==> src/rtl/icmp_er_pkg.sv <==
package icmp_er_pkg;

  // Largest number of bytes of one packet that are processed.
  localparam logic [15:0] MaxPacketLen = 16'hFFFF;
  // Smallest legal IPv4 header, in bytes.
  localparam logic [5:0]  MinHeaderBytes = 6'd20;
  localparam logic [7:0]  EchoRequestType = 8'd8;
  localparam logic [15:0] SumGood = 16'hFFFF;

  // Byte offsets within the IPv4 header.
  localparam logic [15:0] PosVersion  = 16'd0;
  localparam logic [15:0] PosLenHigh  = 16'd2;
  localparam logic [15:0] PosLenLow   = 16'd3;
  localparam logic [15:0] PosSrcFirst = 16'd12;
  localparam logic [15:0] PosSrcLast  = 16'd15;
  localparam logic [15:0] PosDstFirst = 16'd16;
  localparam logic [15:0] PosDstLast  = 16'd19;

  // Word offsets within the ICMP message.
  localparam logic [15:0] OffTypeWord  = 16'd0;
  localparam logic [15:0] OffCsumWord  = 16'd2;

  typedef enum logic [1:0] {
    ActReply   = 2'd0,
    ActBadCsum = 2'd1,
    ActNotEcho = 2'd2,
    ActNotOurs = 2'd3
  } action_e;

  // Per-packet state, also used as the snapshot handed to the verdict logic.
  typedef struct packed {
    logic [15:0] byte_pos;
    logic [5:0]  hdr_bytes;
    logic [15:0] total_len;
    logic [31:0] src_ip;
    logic [31:0] dst_ip;
    logic [15:0] verify_sum;
    logic [15:0] reply_sum;
    logic [7:0]  msg_type;
    logic [7:0]  held_byte;
    logic        overflow;
  } pkt_snap_t;

  typedef struct packed {
    logic [5:0]  header_length;
    logic [15:0] icmp_length;
    logic [31:0] reply_dest_ip;
    logic [31:0] reply_source_ip;
    logic [15:0] reply_checksum;
    action_e     action;
  } verdict_t;

  function automatic logic [15:0] ones_add(logic [15:0] a, logic [15:0] b);
    logic [16:0] s;
    s = {1'b0, a} + {1'b0, b};
    return s[15:0] + {15'd0, s[16]};
  endfunction

endpackage

==> src/rtl/icmp_er_parser.sv <==
module icmp_er_parser
  import icmp_er_pkg::*;
(
  input  logic       clk_i,
  input  logic       rst_ni,
  input  logic       byte_vld_i,
  input  logic [7:0] byte_i,
  input  logic       last_i,
  output pkt_snap_t  snap_o
);

  pkt_snap_t   st_q;
  pkt_snap_t   st_d;
  logic [15:0] pos;
  logic [15:0] off;
  logic [15:0] word;
  logic [15:0] rword;
  logic [15:0] woff;
  logic        in_icmp;
  logic        ends_here;

  assign pos  = st_q.byte_pos;
  assign woff = {off[15:1], 1'b0};

  always_comb begin
    st_d      = st_q;
    off       = '0;
    in_icmp   = 1'b0;
    ends_here = 1'b0;
    word      = '0;
    rword     = '0;
    if (pos >= MaxPacketLen) begin
      st_d.overflow = 1'b1;
    end else begin
      if (pos == PosVersion) begin
        st_d.hdr_bytes = {byte_i[3:0], 2'b00};
      end else if (pos == PosLenHigh) begin
        st_d.total_len = {byte_i, st_q.total_len[7:0]};
      end else if (pos == PosLenLow) begin
        st_d.total_len = {st_q.total_len[15:8], byte_i};
      end else if (pos >= PosSrcFirst && pos <= PosSrcLast) begin
        st_d.src_ip = {st_q.src_ip[23:0], byte_i};
      end else if (pos >= PosDstFirst && pos <= PosDstLast) begin
        st_d.dst_ip = {st_q.dst_ip[23:0], byte_i};
      end

      in_icmp = (st_d.hdr_bytes >= MinHeaderBytes) &&
                (pos >= {10'd0, st_d.hdr_bytes}) && (pos < st_d.total_len);
      off       = pos - {10'd0, st_d.hdr_bytes};
      ends_here = ({1'b0, pos} + 17'd1) == {1'b0, st_d.total_len};
      word      = off[0] ? {st_q.held_byte, byte_i} : {byte_i, 8'h00};

      if (woff == OffTypeWord) begin
        rword = {8'h00, word[7:0]};
      end else if (woff == OffCsumWord) begin
        rword = '0;
      end else begin
        rword = word;
      end

      if (in_icmp) begin
        if (off == OffTypeWord) begin
          st_d.msg_type = byte_i;
        end
        if (off[0] || ends_here) begin
          st_d.verify_sum = ones_add(st_q.verify_sum, word);
          st_d.reply_sum  = ones_add(st_q.reply_sum, rword);
        end else begin
          st_d.held_byte = byte_i;
        end
      end
      st_d.byte_pos = pos + 16'd1;
    end
  end

  // The verdict is taken from the state as it stands after the last byte.
  assign snap_o = st_d;

  always_ff @(posedge clk_i or negedge rst_ni) begin
    if (!rst_ni) begin
      st_q <= '0;
    end else if (byte_vld_i) begin
      if (last_i) begin
        st_q <= '0;
      end else begin
        st_q <= st_d;
      end
    end
  end

endmodule

==> src/rtl/icmp_er_verdict.sv <==
module icmp_er_verdict
  import icmp_er_pkg::*;
(
  input  pkt_snap_t   snap_i,
  input  logic [31:0] own_ip_i,
  output verdict_t    verdict_o
);

  logic        short_total;
  logic        bad;
  logic [15:0] hdr_wide;

  assign hdr_wide    = {10'd0, snap_i.hdr_bytes};
  assign short_total = snap_i.total_len < hdr_wide;

  assign bad = snap_i.overflow ||
               (snap_i.hdr_bytes < MinHeaderBytes) ||
               (snap_i.byte_pos < {10'd0, MinHeaderBytes}) ||
               short_total ||
               (snap_i.byte_pos < snap_i.total_len) ||
               (snap_i.verify_sum != SumGood);

  always_comb begin
    verdict_o.header_length   = snap_i.hdr_bytes;
    verdict_o.icmp_length     = short_total ? 16'd0 : snap_i.total_len - hdr_wide;
    verdict_o.reply_source_ip = snap_i.dst_ip;
    verdict_o.reply_dest_ip   = snap_i.src_ip;
    verdict_o.reply_checksum  = ~snap_i.reply_sum;
    if (bad) begin
      verdict_o.action         = ActBadCsum;
      verdict_o.reply_checksum = '0;
    end else if (snap_i.msg_type != EchoRequestType) begin
      verdict_o.action         = ActNotEcho;
      verdict_o.reply_checksum = '0;
    end else if (snap_i.dst_ip != own_ip_i) begin
      verdict_o.action = ActNotOurs;
    end else begin
      verdict_o.action = ActReply;
    end
  end

endmodule

==> src/rtl/icmp_echo_responder.sv <==
// ICMP echo request verdict engine for IPv4.
// The packet enters on the slave stream one byte per beat, starting at the
// version byte, with tlast on its final byte. Nothing comes out until that
// final beat; then exactly one verdict beat leaves on the master stream,
// carrying the action, the echo-reply checksum, the swapped addresses, the
// ICMP length and the IP header length.
// Throughput is one byte per clock cycle unless a held last beat stalls it:
// each beat passes an input register and then a single stage that updates
// the header fields and the two ones'-complement sums, so consecutive beats
// may arrive in every cycle. The verdict is registered: the last byte waits
// in the input register, and the verdict is captured in the result register
// as that byte moves on.
// When the receiver stalls, the verdict waits in the result register and
// bytes of the next packet keep flowing; only the next last beat is held in
// the input register, and tready falls, until the verdict has been taken.
// Reset clears the per-packet state, both valid flags and own_ip_address.
// own_ip_address sits at byte address 0 of the APB-style port; it is to be
// written only while no packet is in flight.
module icmp_echo_responder
  import icmp_er_pkg::*;
(
  input  logic         clk_i,
  input  logic         rst_ni,
  // Slave stream: tdata = packet_byte[7:0]; tlast = last_byte.
  input  logic         s_axis_tvalid,
  output logic         s_axis_tready,
  input  logic [7:0]   s_axis_tdata,
  input  logic         s_axis_tlast,
  // Master stream, tdata from the lowest bit: action[1:0],
  // reply_checksum[17:2], reply_source_ip[49:18], reply_dest_ip[81:50],
  // icmp_length[97:82], header_length[103:98].
  output logic         m_axis_tvalid,
  input  logic         m_axis_tready,
  output logic [103:0] m_axis_tdata,
  // Configuration port.
  input  logic         psel,
  input  logic         penable,
  input  logic         pwrite,
  input  logic [1:0]   paddr,
  input  logic [31:0]  pwdata,
  output logic [31:0]  prdata,
  output logic         pready
);

  logic [31:0] own_ip_q;
  logic        in_valid_q;
  logic [7:0]  in_byte_q;
  logic        in_last_q;
  logic        out_valid_q;
  verdict_t    out_q;
  logic        adv;
  pkt_snap_t   snap;
  verdict_t    verdict;

  // With a single register every address decodes to own_ip_address.
  assign pready = 1'b1;
  assign prdata = own_ip_q;

  always_ff @(posedge clk_i or negedge rst_ni) begin
    if (!rst_ni) begin
      own_ip_q <= '0;
    end else if (psel && penable && pwrite && pready && (paddr[1:0] == 2'd0 || 1'b1)) begin
      own_ip_q <= pwdata;
    end
  end

  // A byte moves on unless it is a last byte and the result register is
  // still occupied by a verdict that is not being taken.
  assign adv           = in_valid_q && (!in_last_q || !out_valid_q || m_axis_tready);
  assign s_axis_tready = !in_valid_q || adv;

  always_ff @(posedge clk_i or negedge rst_ni) begin
    if (!rst_ni) begin
      in_valid_q <= 1'b0;
    end else if (s_axis_tready) begin
      in_valid_q <= s_axis_tvalid;
    end
  end

  always_ff @(posedge clk_i) begin
    if (s_axis_tready && s_axis_tvalid) begin
      in_byte_q <= s_axis_tdata;
      in_last_q <= s_axis_tlast;
    end
  end

  icmp_er_parser u_parser (
    .clk_i      (clk_i),
    .rst_ni     (rst_ni),
    .byte_vld_i (adv),
    .byte_i     (in_byte_q),
    .last_i     (in_last_q),
    .snap_o     (snap)
  );

  icmp_er_verdict u_verdict (
    .snap_i    (snap),
    .own_ip_i  (own_ip_q),
    .verdict_o (verdict)
  );

  always_ff @(posedge clk_i or negedge rst_ni) begin
    if (!rst_ni) begin
      out_valid_q <= 1'b0;
    end else if (adv && in_last_q) begin
      out_valid_q <= 1'b1;
    end else if (m_axis_tready) begin
      out_valid_q <= 1'b0;
    end
  end

  always_ff @(posedge clk_i) begin
    if (adv && in_last_q) begin
      out_q <= verdict;
    end
  end

  assign m_axis_tvalid = out_valid_q;
  assign m_axis_tdata  = out_q;

`ifndef SYNTHESIS
  // A last byte that moves on always leaves a verdict behind it.
  assert property (@(posedge clk_i) disable iff (!rst_ni)
    (adv && in_last_q) |=> m_axis_tvalid)
    else $error("verdict missing after last byte");

  // A byte that is not last never produces or removes a verdict by itself.
  assert property (@(posedge clk_i) disable iff (!rst_ni)
    (!(adv && in_last_q) && !(m_axis_tvalid && m_axis_tready))
      |=> $stable(m_axis_tvalid))
    else $error("verdict appeared or vanished without cause");

  // A held byte is never lost from the input register.
  assert property (@(posedge clk_i) disable iff (!rst_ni)
    (in_valid_q && !adv) |=> in_valid_q)
    else $error("stalled byte dropped");

  // Rejected packets carry no checksum.
  assert property (@(posedge clk_i) disable iff (!rst_ni)
    (m_axis_tvalid && (out_q.action == ActBadCsum || out_q.action == ActNotEcho))
      |-> (out_q.reply_checksum == 16'd0))
    else $error("checksum on rejected packet");
`endif

endmodule

==> config.mk <==
export PLATFORM = sky130hd
export DESIGN_NAME = icmp_echo_responder
export DESIGN_NICKNAME = d
export VERILOG_FILES = /design/src/rtl/icmp_er_pkg.sv /design/src/rtl/icmp_er_parser.sv /design/src/rtl/icmp_er_verdict.sv /design/src/rtl/icmp_echo_responder.sv
export SDC_FILE = /design/constraint.sdc
export NUM_CORES = 1
export LEC_CHECK = 0
export ABC_CLOCK_PERIOD_IN_PS = 8600
export BUFFER_PORTS_ARGS = -buffer_cell sky130_fd_sc_hd__buf_4
export CELL_PAD_IN_SITES_DETAIL_PLACEMENT = 0
export CELL_PAD_IN_SITES_GLOBAL_PLACEMENT = 1
export CORE_MARGIN = 5
export CORE_UTILIZATION = 41
export CTS_CLUSTER_DIAMETER = 30
export DETAILED_ROUTE_END_ITERATION = 12
export MAX_ROUTING_LAYER = met4
export PLACE_DENSITY = 0.81
export SLEW_MARGIN = 20
export SYNTH_ARGS = -nofsm -noshare
export SYNTH_HDL_FRONTEND = slang
export SYNTH_SLANG_ARGS = --single-unit
==> constraint.sdc <==
create_clock -name clk_i -period 8.6 [get_ports clk_i]
set_input_delay 1.72 -clock clk_i [delete_from_list [all_inputs] [get_ports clk_i]]
set_output_delay 1.72 -clock clk_i [all_outputs]
set_load 0.02 [all_outputs]
Word level (Yosys, flattened, before mapping)

Index checks and enable logic that the tools add are counted.

Register bits: 298
Input bits: 50
Output and inout port bits: 139
Logic and storage cells: 106

$add $sub $neg: 8
$lt $le $gt $ge: 12
Eq/ne operators: 9
Multiplexer cells: 27
Bitwise operators: 1
Reductions and logical operators: 28

Operators with widths:

| kind                  | count |
|---|---|
| $mux 80               | 2 |
| $mux 151              | 1 |
| $mux 150              | 1 |
| $mux 32               | 4 |
| $mux 64               | 2 |
| $mux 16               | 6 |
| $logic_not 16->1      | 3 |
| $mux 48               | 1 |
| $add 16x16->17        | 2 |
| $add 16x1->16         | 2 |
| $eq 16x2->1 const B   | 2 |
| $lt 16x16->1          | 2 |
| $ne 32x32->1          | 1 |
| $sub 16x6->16         | 2 |
| $mux 8                | 3 |
| $add 16x1->17 const B | 1 |
| $eq 17x16->1          | 1 |
| $add 16x1->16 const B | 1 |
| $ge 16x16->1 const B  | 1 |
| $ge 16x4->1 const B   | 1 |
| $ge 16x5->1 const B   | 1 |
| $ge 16x6->1           | 1 |
| $le 16x4->1 const B   | 1 |
| $le 16x5->1 const B   | 1 |
| other kinds (18)      | 42 |

Longest topological paths before layout

Gate-level depths: netlist of run 1.

Depth after elaboration: 21
Depth in mapped cells: 41
Depth with buffers taken out: 37

By module

From an unflattened synthesis of run 1, not the netlist that was laid out.

Cells, all modules: 1684
Area total of the unflattened synthesis: 18187.4 um^2

Modules (own cells, without submodules):

| module              | instances | cells an instance | area an instance (um^2) | seq. area each (um^2) |
|---|---|---|---|---|
| icmp_er_parser      | 1         | 1184              | 11185.7                 | 3778.6 |
| icmp_echo_responder | 1         | 193               | 4820.9                  | 4244.1 |
| icmp_er_verdict     | 1         | 307               | 2180.8                  | 0.0 |

Worst setup path after synthesis of run 1

Ideal clock, no wire load.

Path type: reg2reg
Start: register u_parser.st_q, in the netlist u_parser.pos[0]
End: register u_parser.st_q[32] (netlist bit)
Setup time: 0.121 ns
Arrival: 7.975 ns
Data required time: 8.479 ns
Setup slack: 0.504 ns
Cell stages (with the launch flop): 42
Buffers on the path: 5
Clock period less this slack: 8.096 ns
Cells stage by stage: dfrtp_1 > clkbuf_1 > inv_1 > ha_1 > nor3b_1 > and4_1 > buf_6 > buf_2 > mux2i_1 > ha_1 > clkbuf_1 > a21o_1 > nor3_1 > nand4b_1 > and2_1 > o211a_1 > a211o_1 > and3_1 > [... 6 more ...] > a21oi_1 > o221a_2 > o2111a_1 > nor4_1 > nor2_1 > o21ai_0 > nand2b_1 > ha_1 > nor2b_1 > nand2_1 > nor2b_1 > nand3_1 > or4_1 > clkbuf_1 > nor4_1 > xnor2_1 > mux2_2 > a22o_1

Cells in the longest elaborated chain, start to end: 15
Elaborated cells between the ends (all ways): 32
Those cells by class: add/sub: 4; order compare: 4; eq/ne: 4; mux: 15; reduce/logical: 5

Ends and longest elaborated chain:

| what                   | line                 | RTL |
|---|---|---|
| start, declared        | icmp_er_parser.sv:12 | `pkt_snap_t st_q;` |
| start signal, assigned | icmp_er_parser.sv:86 | `st_q <= st_d;` |
| $logic_not 16->1       | icmp_er_parser.sv:35 | `if (pos == PosVersion) begin` |
| $mux 6                 | icmp_er_parser.sv:35 |  |
| $mux 6                 | icmp_er_parser.sv:32 | `if (pos >= MaxPacketLen) begin` |
| $sub 16x6->16          | icmp_er_parser.sv:49 | `off = pos - {10'd0, st_d.hdr_bytes};` |
| $mux 16                | icmp_er_parser.sv:32 |  |
| $eq 15x1->1            | icmp_er_parser.sv:55 | `end else if (woff == OffCsumWord) begin` |
| $mux 16                | icmp_er_parser.sv:55 |  |
| $mux 16                | icmp_er_parser.sv:53 | `if (woff == OffTypeWord) begin` |
| $mux 16                | icmp_er_parser.sv:32 |  |
| $add 16x16->17         | icmp_er_pkg.sv:55    | `s = {1'b0, a} + {1'b0, b};` |
| $add 16x1->16          | icmp_er_pkg.sv:56    | `return s[15:0] + {15'd0, s[16]};` |
| $mux 32                | icmp_er_parser.sv:65 | `if (off[0] \|\| ends_here) begin` |
| $mux 48                | icmp_er_parser.sv:61 | `if (in_icmp) begin` |
| $mux 150 *             | icmp_er_parser.sv:32 |  |
| $mux 151 *             | icmp_er_parser.sv:83 | `if (last_i) begin` |

Every way passes the cells marked *; elsewhere a longest branch is shown, timed or not. The select of a mux whose other input is x is not followed.
A chain may end at the register's enable or synchronous reset.

Worst setup path after layout of run 1

Same ends and word-level chain as after synthesis.

==> results of run 1 <==
path summary, 6_finish.rpt:
check	from	to	slack (ns)	cells past startpoint
setup / recovery	u_parser.pos[0]	u_parser.st_q[32]	0.64	37
hold / removal	u_parser.st_q[0]	u_parser.st_q[0]	0.48	2
setup reg to reg	u_parser.pos[0]	u_parser.st_q[32]	0.64	37
hold reg to reg	u_parser.st_q[0]	u_parser.st_q[0]	0.48	2
max in group asynchronous	rst_ni	prdata[23]	6.12	2
min in group asynchronous	rst_ni	u_parser.st_q[87]	1.19	1
cells by family (layout without fill, tap and decap cells):
| family | count (synthesis) | after routing | synth area share (%) |
|---|---|---|---|
| adders and majority gates | 85 | 85 | 6.15 |
| DFF | 298 | 298 | 45.3 |
| other | 1 | 1 | 0.0212 |
| buffers and inverters | 161 | 439 | 3.71 |
| muxes | 155 | 155 | 9.49 |
| AOI/OAI and AO/OA | 360 | 360 | 14.6 |
| xor gates and xnor gates | 125 | 125 | 6.18 |
| and+or+nand+nor | 475 | 475 | 14.6 |
placed cells by master (no fill, tap or decap), types with 14 or more instances in the layout:
| master | netlist | layout |
|---|---|---|
| clkinv_2 | 0 | 14 |
| a21oi_1 | 46 | 44 |
| a22o_1 | 81 | 81 |
| xnor2_1 | 76 | 76 |
| nor2b_1 | 21 | 21 |
| mux2_2 | 86 | 86 |
| nand2b_1 | 14 | 14 |
| and3_1 | 19 | 19 |
| nand2_1 | 131 | 130 |
| ha_1 | 79 | 78 |
| nand3_1 | 31 | 31 |
| dfrtp_1 | 185 | 185 |
| nor3_1 | 29 | 26 |
| inv_1 | 68 | 67 |
| clkbuf_16 | 0 | 72 |
| mux2i_1 | 66 | 65 |
| o21ai_0 | 107 | 107 |
| and2_1 | 27 | 27 |
| or3_1 | 15 | 15 |
| buf_4 | 2 | 240 |
| xor2_1 | 49 | 49 |
| nor2_1 | 70 | 69 |
| edfxtp_1 | 113 | 113 |
| nor4_1 | 29 | 28 |
| nand4_1 | 23 | 23 |
state kept, by name, indices dropped and copies added, names as in the netlist:
signal	cells
in_valid_q	1
u_parser.st_q	135
u_parser.pos	16
m_axis_tdata	104
in_last_q	1
in_byte_q	8
prdata	32
m_axis_tvalid	1
where the power goes:
group	internal, mW	switching [mW]	total [mW]
registers	1.66	0.129	1.79
logic	0.887	1.32	2.21
clock network	1.90	0.854	2.76
total	4.45	2.31	6.75
metal layers:
| metal | global-route usage [%] | vias to the layer above | wire (um) | share of wire [%] |
|---|---|---|---|---|
| met5 | - | - | 0 | 0 |
| met4 | 7.05 | 0 | 1260 | 2.4 |
| met3 | 4.97 | 98 | 3690 | 7.1 |
| met2 | 34.6 | 502 | 24500 | 47 |
| met1 | 29.2 | 6851 | 22900 | 44 |
| li1 | - | 6593 | - | - |
worst reg2reg max path: cells and delay by family (launching register included):
family                   cells  cell delay, ns
AO/OA/AOI/OAI                9            2.01
adder cells (fa/ha/maj)      5            1.33
multiplexers                 1            0.30
AND/OR/NAND/NOR             17            3.35
buffers and inverters        4            0.38
XOR/XNOR                     1            0.10
flip-flops                   1            0.37
per-stage QoR:
step	setup slack (ns)	instance area [sq um]	util (%)	cells
global route	0.0285	22400	52.3	2523
CTS	0.261	22400	52.2	2523
floorplan	0.504	17700	-	1660
finish	0.644	22400	52.3	2523
detailed placement	0.296	19900	46.4	2394
global placement	0.325	19900	46.4	2394
final cells by class:
type | count | share of cell area [%]
Multi-Input combinational cell | 1201 | 40.7
Clock inverter | 36 | 2.28
Sequential cell | 298 | 35.8
Tap cell | 585 | 3.26
Timing Repair Buffer | 241 | 8.10
Inverter | 69 | 1.18
Clock buffer | 93 | 8.75
repair_timing:
action	in CTS	in global routing
gates resized for setup	0	10
setup endpoints to repair	0	8
endpoints found under the hold margin	0	0
==> out/qor.yml, run 1 <==
yosysWarningCount: 0
critical_path_class: "flop to flop"
cts-buffers-inserted: 70
cp.arrival_ns: 8.41
finClkSkew_ns: 0.0158
cts_tree: "done"
finalSetupViolCount: 0
async_flop_share_pct: 62.1
finalMaxSlewViolations: 0
critPathLaunchType: "flop"
fmaxAchievable_mhz: 126
start_util_pct: 41.3
clockBufferDepth: 3
row_count: 76
synth_common_cells: "185 x dfrtp_1, 131 x nand2_1, 113 x edfxtp_1, 107 x o21ai_0, 86 x mux2_2"
ios: 189
drtIter0Drc: 1216
vias_per_cell: 5.57
postCtsSetupRepairBufs: 0
ys_ff_latch: 298
synthesis.nets: 1793
n_fill_cell: 3707
hold_class: "flop to flop"
hold_slack_ns: 0.477
hpwl_um: 36500
diodes: 0
maxCapViolCount: 0
synth-main-ff-cell: "dfrtp_1"
track_usage_pct: 22.2
synthMostInstantiatedCell: "dfrtp_1"
fp.dieH_um: 218
tightest_slew_ns: 0.996
holdBufCountCts: 0
drc: 0
grt_max_degree: 84
fin_setup_tns_ns: 0
die_w_um: 218
synth.top_cells.by_area: "dfrtp_1 26%, edfxtp_1 19%, ha_1 5.6%"
nNetsFinal: 2014
syn_avg_cell_area_sq_um: 10.7
cp_num_buf_inv: 4
synth_area_sq_um: 17700
coreArea_sq_um: 42900
routabilityCongestion: 1.04
drt_wl_total_um: 52300
yosysUniqueCellTypes: 86
grt_antenna_before_repair: 0
worst_path_largest_cell_delay_ns: 0.56
yosys.area.top_type: "dfrtp_1"
wl_per_cell_um: 20.7
dieArea_sq_um: 47500
cpMaxStageDelayCell: "or4_4"
hold_viol_final: 0
synth-seq-area-share_pct: 45.3
drt_first_pass_iters: 6
syn_inst: 1660
power_mw: 6.75
slew_headroom_pct: 33.4
end_kind: "flop"
htreeDepth: 3
synthToLayoutAreaGrowth_pct: 26.5
power_density_nw_per_um2: 301
synth-edff-count: 113
cts_root_buf: "clkbuf_16"
grt_pass1_wl_um: 81300
outcome: "complete, no violations"
antenna_left: 0
crit_fanout: 5
period_share_pct: 92.5
synth_top_area_share_pct: 26.1
io_buffers: 185
cp_data_required_time_ns: 9.06
multi_input_area_sq_um: 9110
p_leak_nw: 10.3
regArea_sq_um: 8020
rsz0062_at_grt: "no"
vias: 14000
clock_latency_ns: 0.58
cts.sinks: 298
cp_top_family: "simple AND/OR/NAND/NOR gates"
first_global_vias: 14300
vdd_drop_max_uv: 226
fin_crit_ns: 7.96
drive_gt1_share_pct: 26.0
overflow: 0
path_clk_slew_ns: 0.04
Note: power is estimated with default switching activity, not from simulation.
==> run 2, diff against run 1 <==
Settings changed: CORE_UTILIZATION 41 to 43, PLACE_DENSITY 0.81 to 0.84.
==> run 2 against run 1 <==
Combinational power about the same. First-iteration DRC count fell by 17%. Clock power barely moved. Routed wire length increased by 2.6%. Critical path depth unchanged. Critical path type unchanged. Critical endpoint is now m_axis_tdata[16]. Cell count down 1.6%. Non-clock buffer count is 8 higher. Hold slack improved by 0.0065 ns. Sequential share of layout area about the same. Register-to-register slack improved by 0.02 ns. Highest routed layer unchanged.
==> out/qor.yml, run 2 (same netlist as run 1, synthesis figures left out) <==
coreArea_sq_um: 40800
layout_common_cells: "247 x buf_4, 185 x dfrtp_1, 130 x nand2_1, 113 x edfxtp_1, 107 x o21ai_0"
grt_antenna_before_repair: 0
seqPwrFrac_pct: 26.5
rr_endpoint: "m_axis_tdata[16]"
critical_path_class: "flop to flop"
regToRegSetupSlack_ns: 0.66
cts_root_buf: "clkbuf_16"
worst_path_largest_cell_delay_ns: 0.54
layout_commonest_cell: "buf_4"
fin_crit_ns: 7.94
drtIter0Drc: 1006
fin_setup_tns_ns: 0
largest_register: "u_parser.st_q"
crit_fanout: 7
rsz0062_at_grt: "no"
cp_num_buf_inv: 3
vdd_drop_max_uv: 231
vias: 14300
path_clk_slew_ns: 0.05
drt_first_pass_iters: 5
ios: 189
drc: 0
end_kind: "flop"
drive_gt1_share_pct: 26.2
r2r-start: "u_parser.pos[1]"
row_count: 74
antenna_left: 0
n_fill_cell: 3501
synthToLayoutAreaGrowth_pct: 26.5
fmaxAchievable_mhz: 126
cp.arrival_ns: 8.34
postCtsSetupRepairBufs: 0
hpwl_um: 37200
first_global_vias: 14500
regArea_sq_um: 8020
hold_viol_final: 0
finalMaxSlewViolations: 0
tightest_slew_ns: 0.997
hold_depth: 2
p_comb_share_pct: 32.6
grt_max_degree: 108
swShare_pct: 35.1
intPower_mw: 4.37
postLayoutCoreUtil_pct: 54.9
cp_data_required_time_ns: 9.00
drt_wl_total_um: 53600
p_leak_nw: 10.3
wl_per_cell_um: 21.6
holdCritStartpoint: "u_parser.st_q[73]"
htreeDepth: 3
dieArea_sq_um: 45400
cts_tree: "done"
nNetsFinal: 2024
p_sw_mw: 2.37
outcome: "complete, no violations"
cp_top_family: "simple AND/OR/NAND/NOR gates"
slew_headroom_pct: 33.3
routabilityCongestion: 0.966
finClkSkew_ns: 0.0468
critPathLaunchType: "flop"
reg2reg_depth: 37
die_w_um: 213
hold_class: "flop to flop"
crit_top_cell: "ha_1"
grt_pass1_wl_um: 83100
period_share_pct: 92.3
power_density_nw_per_um2: 301
fin_area_sq_um: 22400
placedInstanceArea_sq_um: 19900
start_util_pct: 43.4
largest_reg_flops: 135
finalSetupViolCount: 0
maxCapViolCount: 0
diodes: 0
track_usage_pct: 24.0
clockBufferDepth: 3
multi_input_area_sq_um: 9090
cpMaxStageDelayCell: "or4_1"
overflow: 0
hold-path-endpoint: "u_parser.st_q[73]"
cts-buffers-inserted: 72
cts.sinks: 298
p_clk_share_pct: 40.9
hold_slack_ns: 0.483
vias_per_cell: 5.74
clock_latency_ns: 0.61
fp.dieH_um: 213
io_buffers: 185
## run 2: cell count changes in the layout (fill, tap and decap cells not counted), moves of 2 or more
cell and change:
bufinv_16 -2, clkinv_16 +4, clkbuf_1 -5, clkinv_4 +3, clkbuf_8 -3, clkinv_1 +5
buf_4 +7, clkinvlp_4 +3
## run 2: tightest hold or removal path, cell delays in order, from the launching register on
cell and delay, ns:
dfrtp_1 0.34, nand2_1 0.05, o21ai_0 0.06
## run 2: what timing repair did
item	CTS	global route
setup endpoints to repair	0	7
resized for setup	0	5
hold buffers	0	0
## run 2: metal layers
metal	vias up	global-route usage (%)	routed length [um]
met1	7043	31.6	23400
met4	0	8.65	1700
met5	-	-	0
met3	109	4.67	3380
li1	6630	-	-
met2	469	37.2	25200
## run 2: power groups by stage
stage | Combinational (mW) | Clock, mW | Sequential [mW]
6_report | 2.19 | 2.76 | 1.79
4_1_cts | 2.18 | 2.80 | 1.79
3_5_place_dp | 2.17 | 0 | 1.81
2_1_floorplan | 1.46 | 0 | 1.87
5_1_grt | 2.40 | 2.88 | 1.81
3_3_place_gp | 2.13 | 0 | 1.80
## run 2: worst max-delay path by stage
stage | slack, ns | cells after the start | from | to
after global placement | 0.43 | 37 | u_parser.pos[1] | m_axis_tdata[16]
after detailed placement | 0.34 | 36 | u_parser.pos[1] | u_parser.st_q[32]
after CTS | 0.27 | 37 | u_parser.pos[1] | m_axis_tdata[13]
after floorplan | 0.50 | 41 | u_parser.pos[0] | u_parser.st_q[32]
final | 0.66 | 37 | u_parser.pos[1] | m_axis_tdata[16]
after global routing | 0.05 | 37 | u_parser.pos[1] | m_axis_tdata[16]
## run 2: through the flow
stage                     setup slack (ns)  std cells  power (mW)
after floorplan                      0.504       1660        3.32
after global placement               0.426       2349        3.93
after detailed placement             0.343       2349        3.98
after CTS                            0.267       2482        6.77
after global routing                0.0536       2482        7.09
final                                0.661       2482        6.74
## run 2: final cells by class
type,count,area share (%)
clock buffers,85,8.47
clock inverters,48,2.71
multi-input cells,1201,40.5
inverters,69,1.18
repair buffers,249,8.38
well taps,532,2.97
flip-flops and latches,298,35.8
==> run 3, diff against run 2 <==
Settings changed: CORE_MARGIN 5 to 1.5, CORE_UTILIZATION 43 to 31, MAX_ROUTING_LAYER met4 to default, PLACE_DENSITY 0.84 to 0.66.
==> run 3 against run 2 <==
Sequential power about the same. Sequential share of layout area shrank 0.88 points. Flip-flop and latch count unchanged. Maximum frequency barely moved. Critical path type unchanged. Critical endpoint unchanged. Highest routed layer is now met5.
==> out/qor.yml, run 3 (same netlist as run 1, synthesis figures left out) <==
htreeDepth: 3
drtIter0Drc: 867
fmaxAchievable_mhz: 126
dp_slack_ns: 0.539
wl_per_cell_um: 20.2
cp_num_buf_inv: 2
outcome: "complete, no violations"
routabilityCongestion: 0.904
drive_gt1_share_pct: 26.7
hold_viol_final: 0
nNetsFinal: 2028
cp.arrival_ns: 8.33
placedInstanceArea_sq_um: 20200
cts.sinks: 298
antenna_left: 0
cp_top_family: "simple AND/OR/NAND/NOR gates"
cts_tree: "done"
cts-buffers-inserted: 77
p_leak_nw: 10.5
grt_max_degree: 64
drt_first_pass_iters: 6
track_usage_pct: 18.5
critical_path_class: "flop to flop"
tightest_slew_ns: 0.969
finalSetupViolCount: 0
postLayoutCoreUtil_pct: 40.7
end_kind: "flop"
hpwl_um: 38800
maxCapViolCount: 0
vias: 14000
cpMaxStageDelayCell: "or4_1"
cp_data_required_time_ns: 9.00
worst_path_largest_cell_delay_ns: 0.55
ios: 189
slew_headroom_pct: 35.1
crit_fanout: 5
finalMaxSlewViolations: 0
vdd_drop_max_uv: 153
largest_register: "u_parser.st_q"
clock_latency_ns: 0.62
placed_cells: 2571
fin_area_sq_um: 23000
die_w_um: 242
fin_crit_ns: 7.93
diodes: 0
fin_ws_ns: 0.666
start_util_pct: 31.4
coreArea_sq_um: 56500
io_buffers: 185
layout_commonest_cell: "buf_4"
drt_wl_total_um: 55000
row_count: 87
drc: 0
power_mw: 7.06
hold_class: "flop to flop"
rsz0062_at_grt: "no"
holdBufCountCts: 0
overflow: 0
hold_slack_ns: 0.477
grt_pass1_wl_um: 84300
grt_antenna_before_repair: 4
cts_root_buf: "clkbuf_16"
instances_no_fill: 2716
synthToLayoutAreaGrowth_pct: 29.7
clockBufferDepth: 3
dieArea_sq_um: 58600
power_density_nw_per_um2: 307
period_share_pct: 92.3
vias_per_cell: 5.16
layout_common_cells: "247 x buf_4, 185 x dfrtp_1, 130 x nand2_1, 113 x edfxtp_1, 107 x o21ai_0"
first_global_vias: 14100
fp.dieH_um: 242
largest_reg_flops: 135
fin_setup_tns_ns: 0
critPathLaunchType: "flop"
finClkSkew_ns: 0.0388
path_clk_slew_ns: 0.04
[run 3: cell types whose count changed in the layout (fill, tap and decap cells not counted), sizes merged]
cell	previous run	this run
buf	248	247
bufinv	8	12
clkbuf	86	101
clkinv	30	25
clkinvlp	8	4
inv	71	72
[run 3: layout make-up]
class | instances | area, sq um
fill | 5449 | 33500
multi-input combinational | 1201 | 9110
sequential | 298 | 8020
clock buffer | 100 | 2110
timing repair buffer | 248 | 1870
tap | 756 | 946
clock inverter | 44 | 671
inverter | 69 | 264
[run 3: timing repair]
item	CTS	global route
setup buffers	0	1
setup endpoints to repair	0	5
hold endpoints to repair	0	0
gates resized for setup	0	6
[run 3: path summary, 6_finish.rpt]
kind | start | endpoint | slack [ns] | depth (start not counted)
setup / recovery | u_parser.pos[7] | m_axis_tdata[16] | 0.67 | 35
hold / removal | u_parser.st_q[78] | u_parser.st_q[78] | 0.48 | 2
setup reg to reg | u_parser.pos[7] | m_axis_tdata[16] | 0.67 | 35
hold reg to reg | u_parser.st_q[78] | u_parser.st_q[78] | 0.48 | 2
max in group asynchronous | rst_ni | u_parser.st_q[17] | 6.12 | 2
min in group asynchronous | rst_ni | u_parser.st_q[112] | 1.12 | 1
[run 3: tightest hold or removal path, delay by kind of cell (launching register included)]
family	cells	cell delay, ns
AO/OA/AOI/OAI	1	0.06
AND/OR/NAND/NOR	1	0.05
flip-flops	1	0.34
[run 3: metal layers]
metal	wire (um)	part of all wire [%]	GRT usage, %
met3	2880	5.2	4.07
met4	1440	2.6	6.67
met5	48	0.087	0
met1	25100	46	24.7
met2	25500	46	29.4
[run 3: where the power goes]
part | internal, mW | total (mW) | leakage [nW] | switching [mW]
clock | 2.10 | 3.03 | 1.36 | 0.930
combinational | 0.895 | 2.24 | 5.51 | 1.34
sequential | 1.66 | 1.79 | 3.59 | 0.133
